File: src/hw/rtl/smf_pkg.sv
package smf_pkg;

  // Window geometry
  localparam int MAX_WINDOW = 15;
  localparam int ODD_CAP    = (MAX_WINDOW - 1) | 1;
  localparam int HALF_CAP   = MAX_WINDOW / 2;
  localparam int LEN_W      = $clog2(MAX_WINDOW + 1);
  localparam int CNT_W      = $clog2(HALF_CAP + 1);

  // Field widths
  localparam int SAMPLE_W = 16;
  localparam int WSIZE_W  = 4;

  typedef logic signed [SAMPLE_W-1:0] sample_t;

  // Request handed from the window stage to the median/output stage
  typedef struct packed {
    logic    valid;
    logic    last;
    logic    bypass;
    sample_t data;
  } stage_tag_t;

  // Half window (w/2) for a window_size setting: even raised to odd, capped
  function automatic logic [CNT_W-1:0] window_half(input logic [WSIZE_W-1:0] ws);
    logic [WSIZE_W:0] w_odd;
    w_odd = {1'b0, ws} | (WSIZE_W+1)'(1);
    if (int'(w_odd) > ODD_CAP) begin
      w_odd = (WSIZE_W+1)'(ODD_CAP);
    end
    return CNT_W'(w_odd >> 1);
  endfunction

endpackage

File: src/hw/rtl/smf_window.sv
module smf_window
  import smf_pkg::*;
(
  input  logic                 clk,
  input  logic                 rst,
  input  logic [WSIZE_W-1:0]   window_size,
  input  logic                 in_valid,
  output logic                 in_ready,
  input  sample_t              in_sample,
  input  logic                 in_last,
  input  logic                 adv,
  output stage_tag_t           tag,
  output sample_t              history [MAX_WINDOW],
  output logic [CNT_W-1:0]     half
);

  logic                 bypass;
  logic                 fresh;
  logic                 flushing;
  logic [CNT_W-1:0]     flush_left;
  logic [CNT_W-1:0]     count;
  logic [CNT_W-1:0]     base_count;
  logic [CNT_W-1:0]     count_next;
  logic                 in_fire;
  logic                 do_push;
  logic                 flush_push;
  logic                 flush_final;
  logic                 emit;
  sample_t              push_val;
  sample_t              base_hist [MAX_WINDOW];
  stage_tag_t           tag_next;

  // Decode the window setting
  assign bypass = (window_size <= WSIZE_W'(1));
  assign half   = window_half(window_size);

  // Handshake: inputs wait while the flush drains
  assign in_ready    = adv && !flushing;
  assign in_fire     = in_valid && in_ready;
  assign flush_push  = flushing && adv;
  assign flush_final = flush_push && (flush_left == CNT_W'(1));
  assign do_push     = flush_push || (in_fire && !bypass);
  assign push_val    = flushing ? '0 : in_sample;

  // A cleared column reads as all padding zeros
  always_comb begin
    for (int i = 0; i < MAX_WINDOW; i++) begin
      base_hist[i] = fresh ? '0 : history[i];
    end
  end
  assign base_count = fresh ? '0 : count;
  assign emit       = (base_count >= half);
  assign count_next = (base_count == CNT_W'(HALF_CAP)) ? base_count
                                                       : base_count + CNT_W'(1);

  // Next request for the median stage
  always_comb begin
    tag_next = tag;
    if (flush_push) begin
      tag_next.valid  = emit;
      tag_next.last   = flush_final;
      tag_next.bypass = 1'b0;
      tag_next.data   = '0;
    end else if (in_fire) begin
      tag_next.valid  = bypass || emit;
      tag_next.last   = bypass && in_last;
      tag_next.bypass = bypass;
      tag_next.data   = in_sample;
    end else if (adv) begin
      tag_next.valid  = 1'b0;
    end
  end

  // History shift line, newest first
  always_ff @(posedge clk) begin
    if (do_push) begin
      history[0] <= push_val;
      for (int i = 1; i < MAX_WINDOW; i++) begin
        history[i] <= base_hist[i-1];
      end
    end
  end

  // Control state and request register; payload needs no reset
  always_ff @(posedge clk) begin
    tag.last   <= tag_next.last;
    tag.bypass <= tag_next.bypass;
    tag.data   <= tag_next.data;
    if (rst) begin
      tag.valid  <= 1'b0;
      fresh      <= 1'b1;
      flushing   <= 1'b0;
      flush_left <= '0;
      count      <= '0;
    end else begin
      tag.valid <= tag_next.valid;
      if (do_push) begin
        count <= count_next;
      end
      if (flush_final || (in_fire && bypass && in_last)) begin
        fresh <= 1'b1;
      end else if (do_push) begin
        fresh <= 1'b0;
      end
      if (in_fire && !bypass && in_last) begin
        flushing   <= 1'b1;
        flush_left <= half;
      end else if (flush_push) begin
        flush_left <= flush_left - CNT_W'(1);
        if (flush_final) begin
          flushing <= 1'b0;
        end
      end
    end
  end

  a_no_input_in_flush: assert property (@(posedge clk) disable iff (rst)
    flushing |-> !in_ready)
    else $error("input taken during flush");

  a_flush_count_live: assert property (@(posedge clk) disable iff (rst)
    flushing |-> (flush_left != '0))
    else $error("flush running with nothing left");

  a_final_clears: assert property (@(posedge clk) disable iff (rst)
    flush_final |=> (fresh && !flushing && tag.valid && tag.last))
    else $error("final flush push did not close the column");

  a_stall_holds: assert property (@(posedge clk) disable iff (rst)
    !adv |=> ($stable(count) && $stable(tag.valid)))
    else $error("window state moved while stalled");

endmodule

File: config.mk
export PLATFORM = sky130hd
export DESIGN_NAME = smf_window
export DESIGN_NICKNAME = d
export VERILOG_FILES = /design/src/hw/rtl/smf_pkg.sv /design/src/hw/rtl/smf_window.sv
export SDC_FILE = /design/constraint.sdc
export NUM_CORES = 1
export LEC_CHECK = 0
export BUFFER_PORTS_ARGS = -buffer_cell sky130_fd_sc_hd__buf_4
export CORE_MARGIN = 2
export CORE_UTILIZATION = 29
export CTS_CLUSTER_SIZE = 24
export DETAILED_ROUTE_END_ITERATION = 8
export PLACE_DENSITY = 0.6
export REMOVE_ABC_BUFFERS = 1
export SYNTH_ARGS = -nofsm -noshare
export SYNTH_HDL_FRONTEND = slang
export SYNTH_SLANG_ARGS = --single-unit
File: constraint.sdc
create_clock -name clk -period 11.54 [get_ports clk]
set_input_delay 1.731 -clock clk [delete_from_list [all_inputs] [get_ports clk]]
set_output_delay 1.731 -clock clk [all_outputs]
set_load 0.03 [all_outputs]
==> results of run 1 <==
==> flip-flops by register name (all words and copies together), names as in the netlist <==
| register | cells |
|---|---|
| history | 240 |
| tag | 19 |
| count | 3 |
| flush_left | 3 |
| flushing | 1 |
| fresh | 1 |
==> power groups by stage <==
| stage | Combinational, mW | Clock, mW | Sequential, mW |
|---|---|---|---|
| floorplan | 0.0657 | 0 | 1.29 |
| global placement | 0.293 | 0 | 1.17 |
| detailed placement | 0.296 | 0 | 1.18 |
| CTS | 0.296 | 0.920 | 1.16 |
| global route | 0.311 | 0.957 | 1.16 |
| finish | 0.292 | 0.885 | 1.15 |
==> cell type report <==
type	count	area, um2
Tap cell	455	569
Clock inverter	19	163
Sequential cell	267	7760
Multi-Input combinational cell	347	2110
Clock buffer	33	741
Fill cell	3240	20700
Timing Repair Buffer	291	2180
Inverter	6	22.5
==> Yosys cell counts (all sizes together) <==
master  instances
a21bo           1
o211ai          2
ha              6
and2            1
inv             6
nor3            3
nand2          40
edfxtp        241
mux2i           1
a32o            1
nor2            8
o21ai           2
a211oi          2
dfxtp          26
nand3b          1
a21oi          22
clkbuf         30
nand2b          1
and3b           2
xor2            1
and2b           1
nor4            2
buf             6
xnor2           1
a22oi           1
nor2b         245
and3            1
nand3           1
a211o           1
==> critical path, delay by kind of cell <==
family                 cells  cell delay, ns
and+or+nand+nor            1            0.96
buffers and inverters      3            1.70
AOI/OAI and AO/OA          1            0.20
==> logic make-up (layout without fill, tap and decap cells) <==
family	after synthesis	after routing	share of synthesized area (%)
fa+ha+maj	6	6	0.748
xor+xnor	2	2	0.175
compound gates	32	32	1.91
flops	267	267	77.3
mux	1	1	0.0998
simple gates	306	306	18.1
buf+inv	42	349	1.67
==> per-stage QoR <==
step / instance area [um2] / worst slack [ns] / instances
after CTS: 13600 / 6.98 / 1418
after global placement: 12700 / 6.48 / 1366
after global routing: 13600 / 6.81 / 1418
after detailed placement: 12700 / 6.41 / 1366
final: 13600 / 7.03 / 1418
after floorplan: 9890 / 2.55 / 620
==> per-layer routing <==
| layer | up-vias | part of all wire [%] |
|---|---|---|
| li1 | 2830 | - |
| met1 | 2857 | 40 |
| met2 | 264 | 44 |
| met3 | 25 | 15 |
| met4 | 0 | 1.4 |
| met5 | - | 0 |
==> worst max path at each step <==
| stage | start | to | slack [ns] | cells past startpoint |
|---|---|---|---|---|
| 6_report | adv | history[141] | 7.03 | 5 |
| 5_1_grt | adv | history[162] | 6.81 | 5 |
| 4_1_cts | adv | history[131] | 6.98 | 5 |
| 3_5_place_dp | adv | history[131] | 6.41 | 5 |
| 3_3_place_gp | adv | history[181] | 6.48 | 5 |
| 2_1_floorplan | adv | count[2] | 2.55 | 4 |
==> results.py, run 1 <==
metrics = {
    "die": {
        "initial_utilization_pct": 29.3,
        "dieArea_mm2": 0.0361,
        "rows": 68,
        "die-height_um": 190,
        "ios": 288,
        "die_x_um": 190,
        "core_area_mm2": 0.0343,
    },
    "route": {
        "via_per_inst": 4.21,
        "first_pass_iters": 4,
        "vias": 5976,
        "drtIter0Drc": 312,
        "antenna_left": 0,
        "routed_wl_mm": 22.7,
        "post_drt_wl_per_cell_um": 16.0,
        "drc": 0,
    },
    "critical_path": {
        "cp-end-kind": "flip-flop",
        "reg2reg_to": "history[141]",
        "slowest_delay_ns": 0.96,
        "crit_fanout": 67,
        "rr_worst_depth": 4,
        "ff2ff_setup_slack_ns": 7.28,
        "critPathArrivalTime_ns": 4.67,
        "worst_ep_required_time_ns": 11.70,
        "slowest_stage": "nor2_4",
        "crit_top_cell": "buf_4",
        "start_kind": "input port",
        "worst-setup-path-type": "input port to flip-flop",
        "path_cells": "buf_4 -> o21ai_0 -> nor2_4 -> buf_4 -> buf_4",
        "r2r_start": "flushing",
    },
    "final_layout": {
        "drive_gt1_share_pct": 35.2,
        "antenna_cells": 0,
        "final_cell_mix": "buf_4 (291), nor2b_1 (245), edfxtp_1 (241)",
        "synthToLayoutAreaGrowth_pct": 35.1,
        "final_common_cell": "buf_4",
        "fin_nets": 972,
        "utilization_pct": 39.5,
    },
    "global_routing": {
        "grt_pass1_wl_mm": 33.8,
        "grt_pass1_vias": 5921,
        "met2_usage_pct": 18.6,
        "grt-ovfl-total": 0,
        "grt_antenna_before_repair": 0,
        "busiest_layer": "met2",
        "grt_max_degree": 96,
        "grt_use_total_pct": 11.9,
        "use_met1_pct": 14.3,
        "grtUsageMet3_pct": 6.66,
    },
    "logic_synthesis": {
        "yosysSeqAreaShare_pct": 77.3,
        "synth_cell_types": 34,
        "yosysWarningCount": 0,
        "synth_top_area_share_pct": 72.1,
        "syn_inst": 656,
        "yosys.area.top_type": "edfxtp_1",
        "ys_top_cells_by_area": "edfxtp_1 (72%), nor2b_1 (15%), dfxtp_1 (5.2%), nand2_1 (1.5%), clkbuf_1 (1.1%)",
        "ys_ff_latch": 267,
        "synth_area_mm2": 0.0100,
        "synth.avg_cell_area_um2": 15.3,
    },
    "cts": {
        "clockBufferDepth": 3,
        "insertion_delay_ns": 0.53,
        "path_clk_slew_ns": 0.06,
        "cts_tree": "done",
        "clock_sinks": 267,
        "cts-root-buf": "clkbuf_16",
        "cts_buffers": 28,
        "cts.htree.levels": 1,
        "postCtsHoldBufs": 0,
        "cts_resized": 0,
        "post_cts.repair.setup_buffers": 0,
    },
    "pwr": {
        "powerDensity_mw_per_mm2": 172,
        "irDropWorstVdd_v": 0.000100,
        "power_frac_comb_pct": 12.5,
        "pwr-share-clk_pct": 38.0,
        "swShare_pct": 25.3,
        "sequentialPowerShare_pct": 49.5,
        "p_total_mw": 2.33,
        "power_switching_mw": 0.589,
        "leakage_nw": 5.10,
        "p_int_mw": 1.74,
    },
    "min_path": {
        "whs_endpoint": "tag[6]",
        "min_path_type": "flip-flop to flip-flop",
        "hold_start": "tag[6]",
        "hold-path-cell-count": 2,
    },
    "sta": {
        "fmax_mhz": 222,
        "tightest_slew_ns": 1.16,
        "final.setup_skew_ns": 0.00826,
        "setup_viol": 0,
        "slew_headroom_pct": 22.6,
        "grt_setup_unrepaired": "no",
        "post-route-period-util_pct": 39.1,
        "drv_slew": 0,
        "finalHoldViolCount": 0,
        "min_period_ns": 4.51,
        "tns_ns": 0,
        "hold_slack_ns": 0.460,
    },
    "job": {
        "cap_viol_max_count": 0,
    },
    "placement": {
        "place.gp.congestion": 0.753,
        "portBuffers": 286,
        "dp_hpwl_mm": 15.4,
    },
    "status": {
        "status": "finished clean",
    },
}
Note: power is estimated with default switching activity, not from simulation.
==> run 2: changes to the inputs <==
==> constraint.sdc (replaced) <==
create_clock -name clk -period 4.6 [get_ports clk]
set_input_delay 0.69 -clock clk [delete_from_list [all_inputs] [get_ports clk]]
set_output_delay 0.69 -clock clk [all_outputs]
set_load 0.03 [all_outputs]
==> results.py, run 2 (same netlist as run 1, synthesis figures left out) <==
metrics = {
    "status": {
        "status": "finished clean",
    },
    "cts": {
        "cts_buffers": 30,
        "cts-root-buf": "clkbuf_16",
        "insertion_delay_ns": 0.55,
        "cts.htree.levels": 1,
        "cts_tree": "done",
        "clockBufferDepth": 3,
        "post_cts.repair.setup_buffers": 0,
        "path_clk_slew_ns": 0.06,
        "clock_sinks": 267,
        "postCtsHoldBufs": 0,
        "cts_resized": 0,
    },
    "critical_path": {
        "path_cells": "o21ai_0 -> nor2_4 -> buf_12",
        "worst_ep_required_time_ns": 4.78,
        "crit_fanout": 88,
        "critPathBufInv": 1,
        "start_kind": "flip-flop",
        "slowest_delay_ns": 0.85,
        "path_delay_family": "flip-flops",
        "cp-end-kind": "flip-flop",
        "critPathArrivalTime_ns": 3.04,
        "worst-setup-path-type": "flip-flop to flip-flop",
        "slowest_stage": "dfxtp_1",
    },
    "sta": {
        "min_period_ns": 2.86,
        "drv_slew": 0,
        "final.setup_skew_ns": 0.0103,
        "grt_setup_unrepaired": "no",
        "finalHoldViolCount": 0,
        "tightest_slew_ns": 0.872,
        "worst_slack_ns": 1.74,
        "setup_viol": 0,
        "slew_headroom_pct": 41.8,
        "fmax_mhz": 350,
        "post-route-period-util_pct": 62.2,
    },
    "final_layout": {
        "largest_reg_flops": 240,
        "reg_top3": "history x240, tag x19",
        "fin_nets": 974,
        "final_cell_mix": "buf_4 (287), nor2b_1 (245), edfxtp_1 (241)",
        "drive_gt1_share_pct": 35.9,
        "antenna_cells": 0,
        "largest-register": "history",
        "synthToLayoutAreaGrowth_pct": 37.3,
        "final_common_cell": "buf_4",
        "final_cell_area_mm2": 0.0138,
    },
    "min_path": {
        "min_path_type": "input port to flip-flop",
    },
    "die": {
        "rows": 68,
        "ios": 288,
        "die-height_um": 190,
        "dieArea_mm2": 0.0361,
        "core_area_mm2": 0.0343,
        "die_x_um": 190,
        "initial_utilization_pct": 29.3,
    },
    "placement": {
        "place_ws_ns": 1.72,
        "portBuffers": 286,
        "dpl_cell_area_mm2": 0.0127,
        "place.gp.congestion": 0.757,
        "dp_hpwl_mm": 15.3,
    },
    "job": {
        "cap_viol_max_count": 0,
    },
    "pwr": {
        "powerDensity_mw_per_mm2": 451,
        "p_total_mw": 6.22,
        "irDropWorstVdd_v": 0.000268,
        "leakage_nw": 5.21,
    },
    "global_routing": {
        "grt_use_total_pct": 12.2,
        "grt_antenna_before_repair": 0,
        "grt_max_degree": 169,
        "grt-ovfl-total": 0,
        "grt_pass1_vias": 5966,
        "grt_pass1_wl_mm": 34.6,
    },
    "route": {
        "antenna_left": 0,
        "drtIter0Drc": 288,
        "routed_wl_mm": 22.8,
        "vias": 6009,
        "drc": 0,
        "first_pass_iters": 4,
        "post_drt_wl_per_cell_um": 16.1,
        "via_per_inst": 4.23,
    },
}
==> run 2: changes by cell type in the layout (fill, tap and decap cells not counted) <==
cell       before  now
buf_4         291  287
buf_12          0    4
clkinv_1        8    6
bufinv_16       3    7
clkbuf_16      29   31
clkinv_2        7    6
inv_6           0    1
clkinv_4        0    2
clkbuf_1        4    2
==> run 2: path summary, 6_finish.rpt <==
path | slack [ns] | from | depth (start not counted) | endpoint
max reg2reg | 1.74 | flushing | 3 | history[16]
max | 1.74 | flushing | 3 | history[16]
min | 0.39 | in_sample[7] | 3 | tag[7]
min reg2reg | 0.45 | tag[0] | 2 | tag[0]
==> run 2: cell type report <==
type	count	area [um2]
Inverter	6	22.5
Tap cell	455	569
Sequential cell	267	7760
Clock inverter	23	297
Fill cell	3220	20500
Timing Repair Buffer	291	2230
Multi-Input combinational cell	347	2110
Clock buffer	33	783
==> run 2: per-layer routing <==
| layer | wire length, um | up-vias | share of wire (%) | GRT usage [%] |
|---|---|---|---|---|
| met5 | 0 | - | 0 | 0 |
| met4 | 555 | 0 | 2.4 | 3.52 |
| met3 | 3100 | 36 | 14 | 6.20 |
| met2 | 9930 | 261 | 43 | 18.6 |
| met1 | 9270 | 2871 | 41 | 15.2 |
| li1 | - | 2841 | - | - |
==> run 2: through the flow <==
step                      cells  utilization [%]  TNS (ns)  hold slack (ns)
after CTS                  1422             40.2         0            0.349
after global placement     1366             37.0         0            0.444
after detailed placement   1366             37.0         0            0.447
after global routing       1422             40.2         0            0.366
final                      1422             40.2         0            0.390
after floorplan             620                -   -764.79            0.452
==> run 2: worst reg2reg max path: stages, from the launching register on <==
cell,delay (ns)
dfxtp_1,0.85
o21ai_0,0.40
nor2_4,0.70
buf_12,0.45
==> run 2: power by group <==
group          total [mW]  switching [mW]  internal [mW]
clock                2.58           0.966           1.62
sequential           2.90          0.0839           2.81
combinational       0.738           0.484          0.254
total                6.22            1.53           4.68
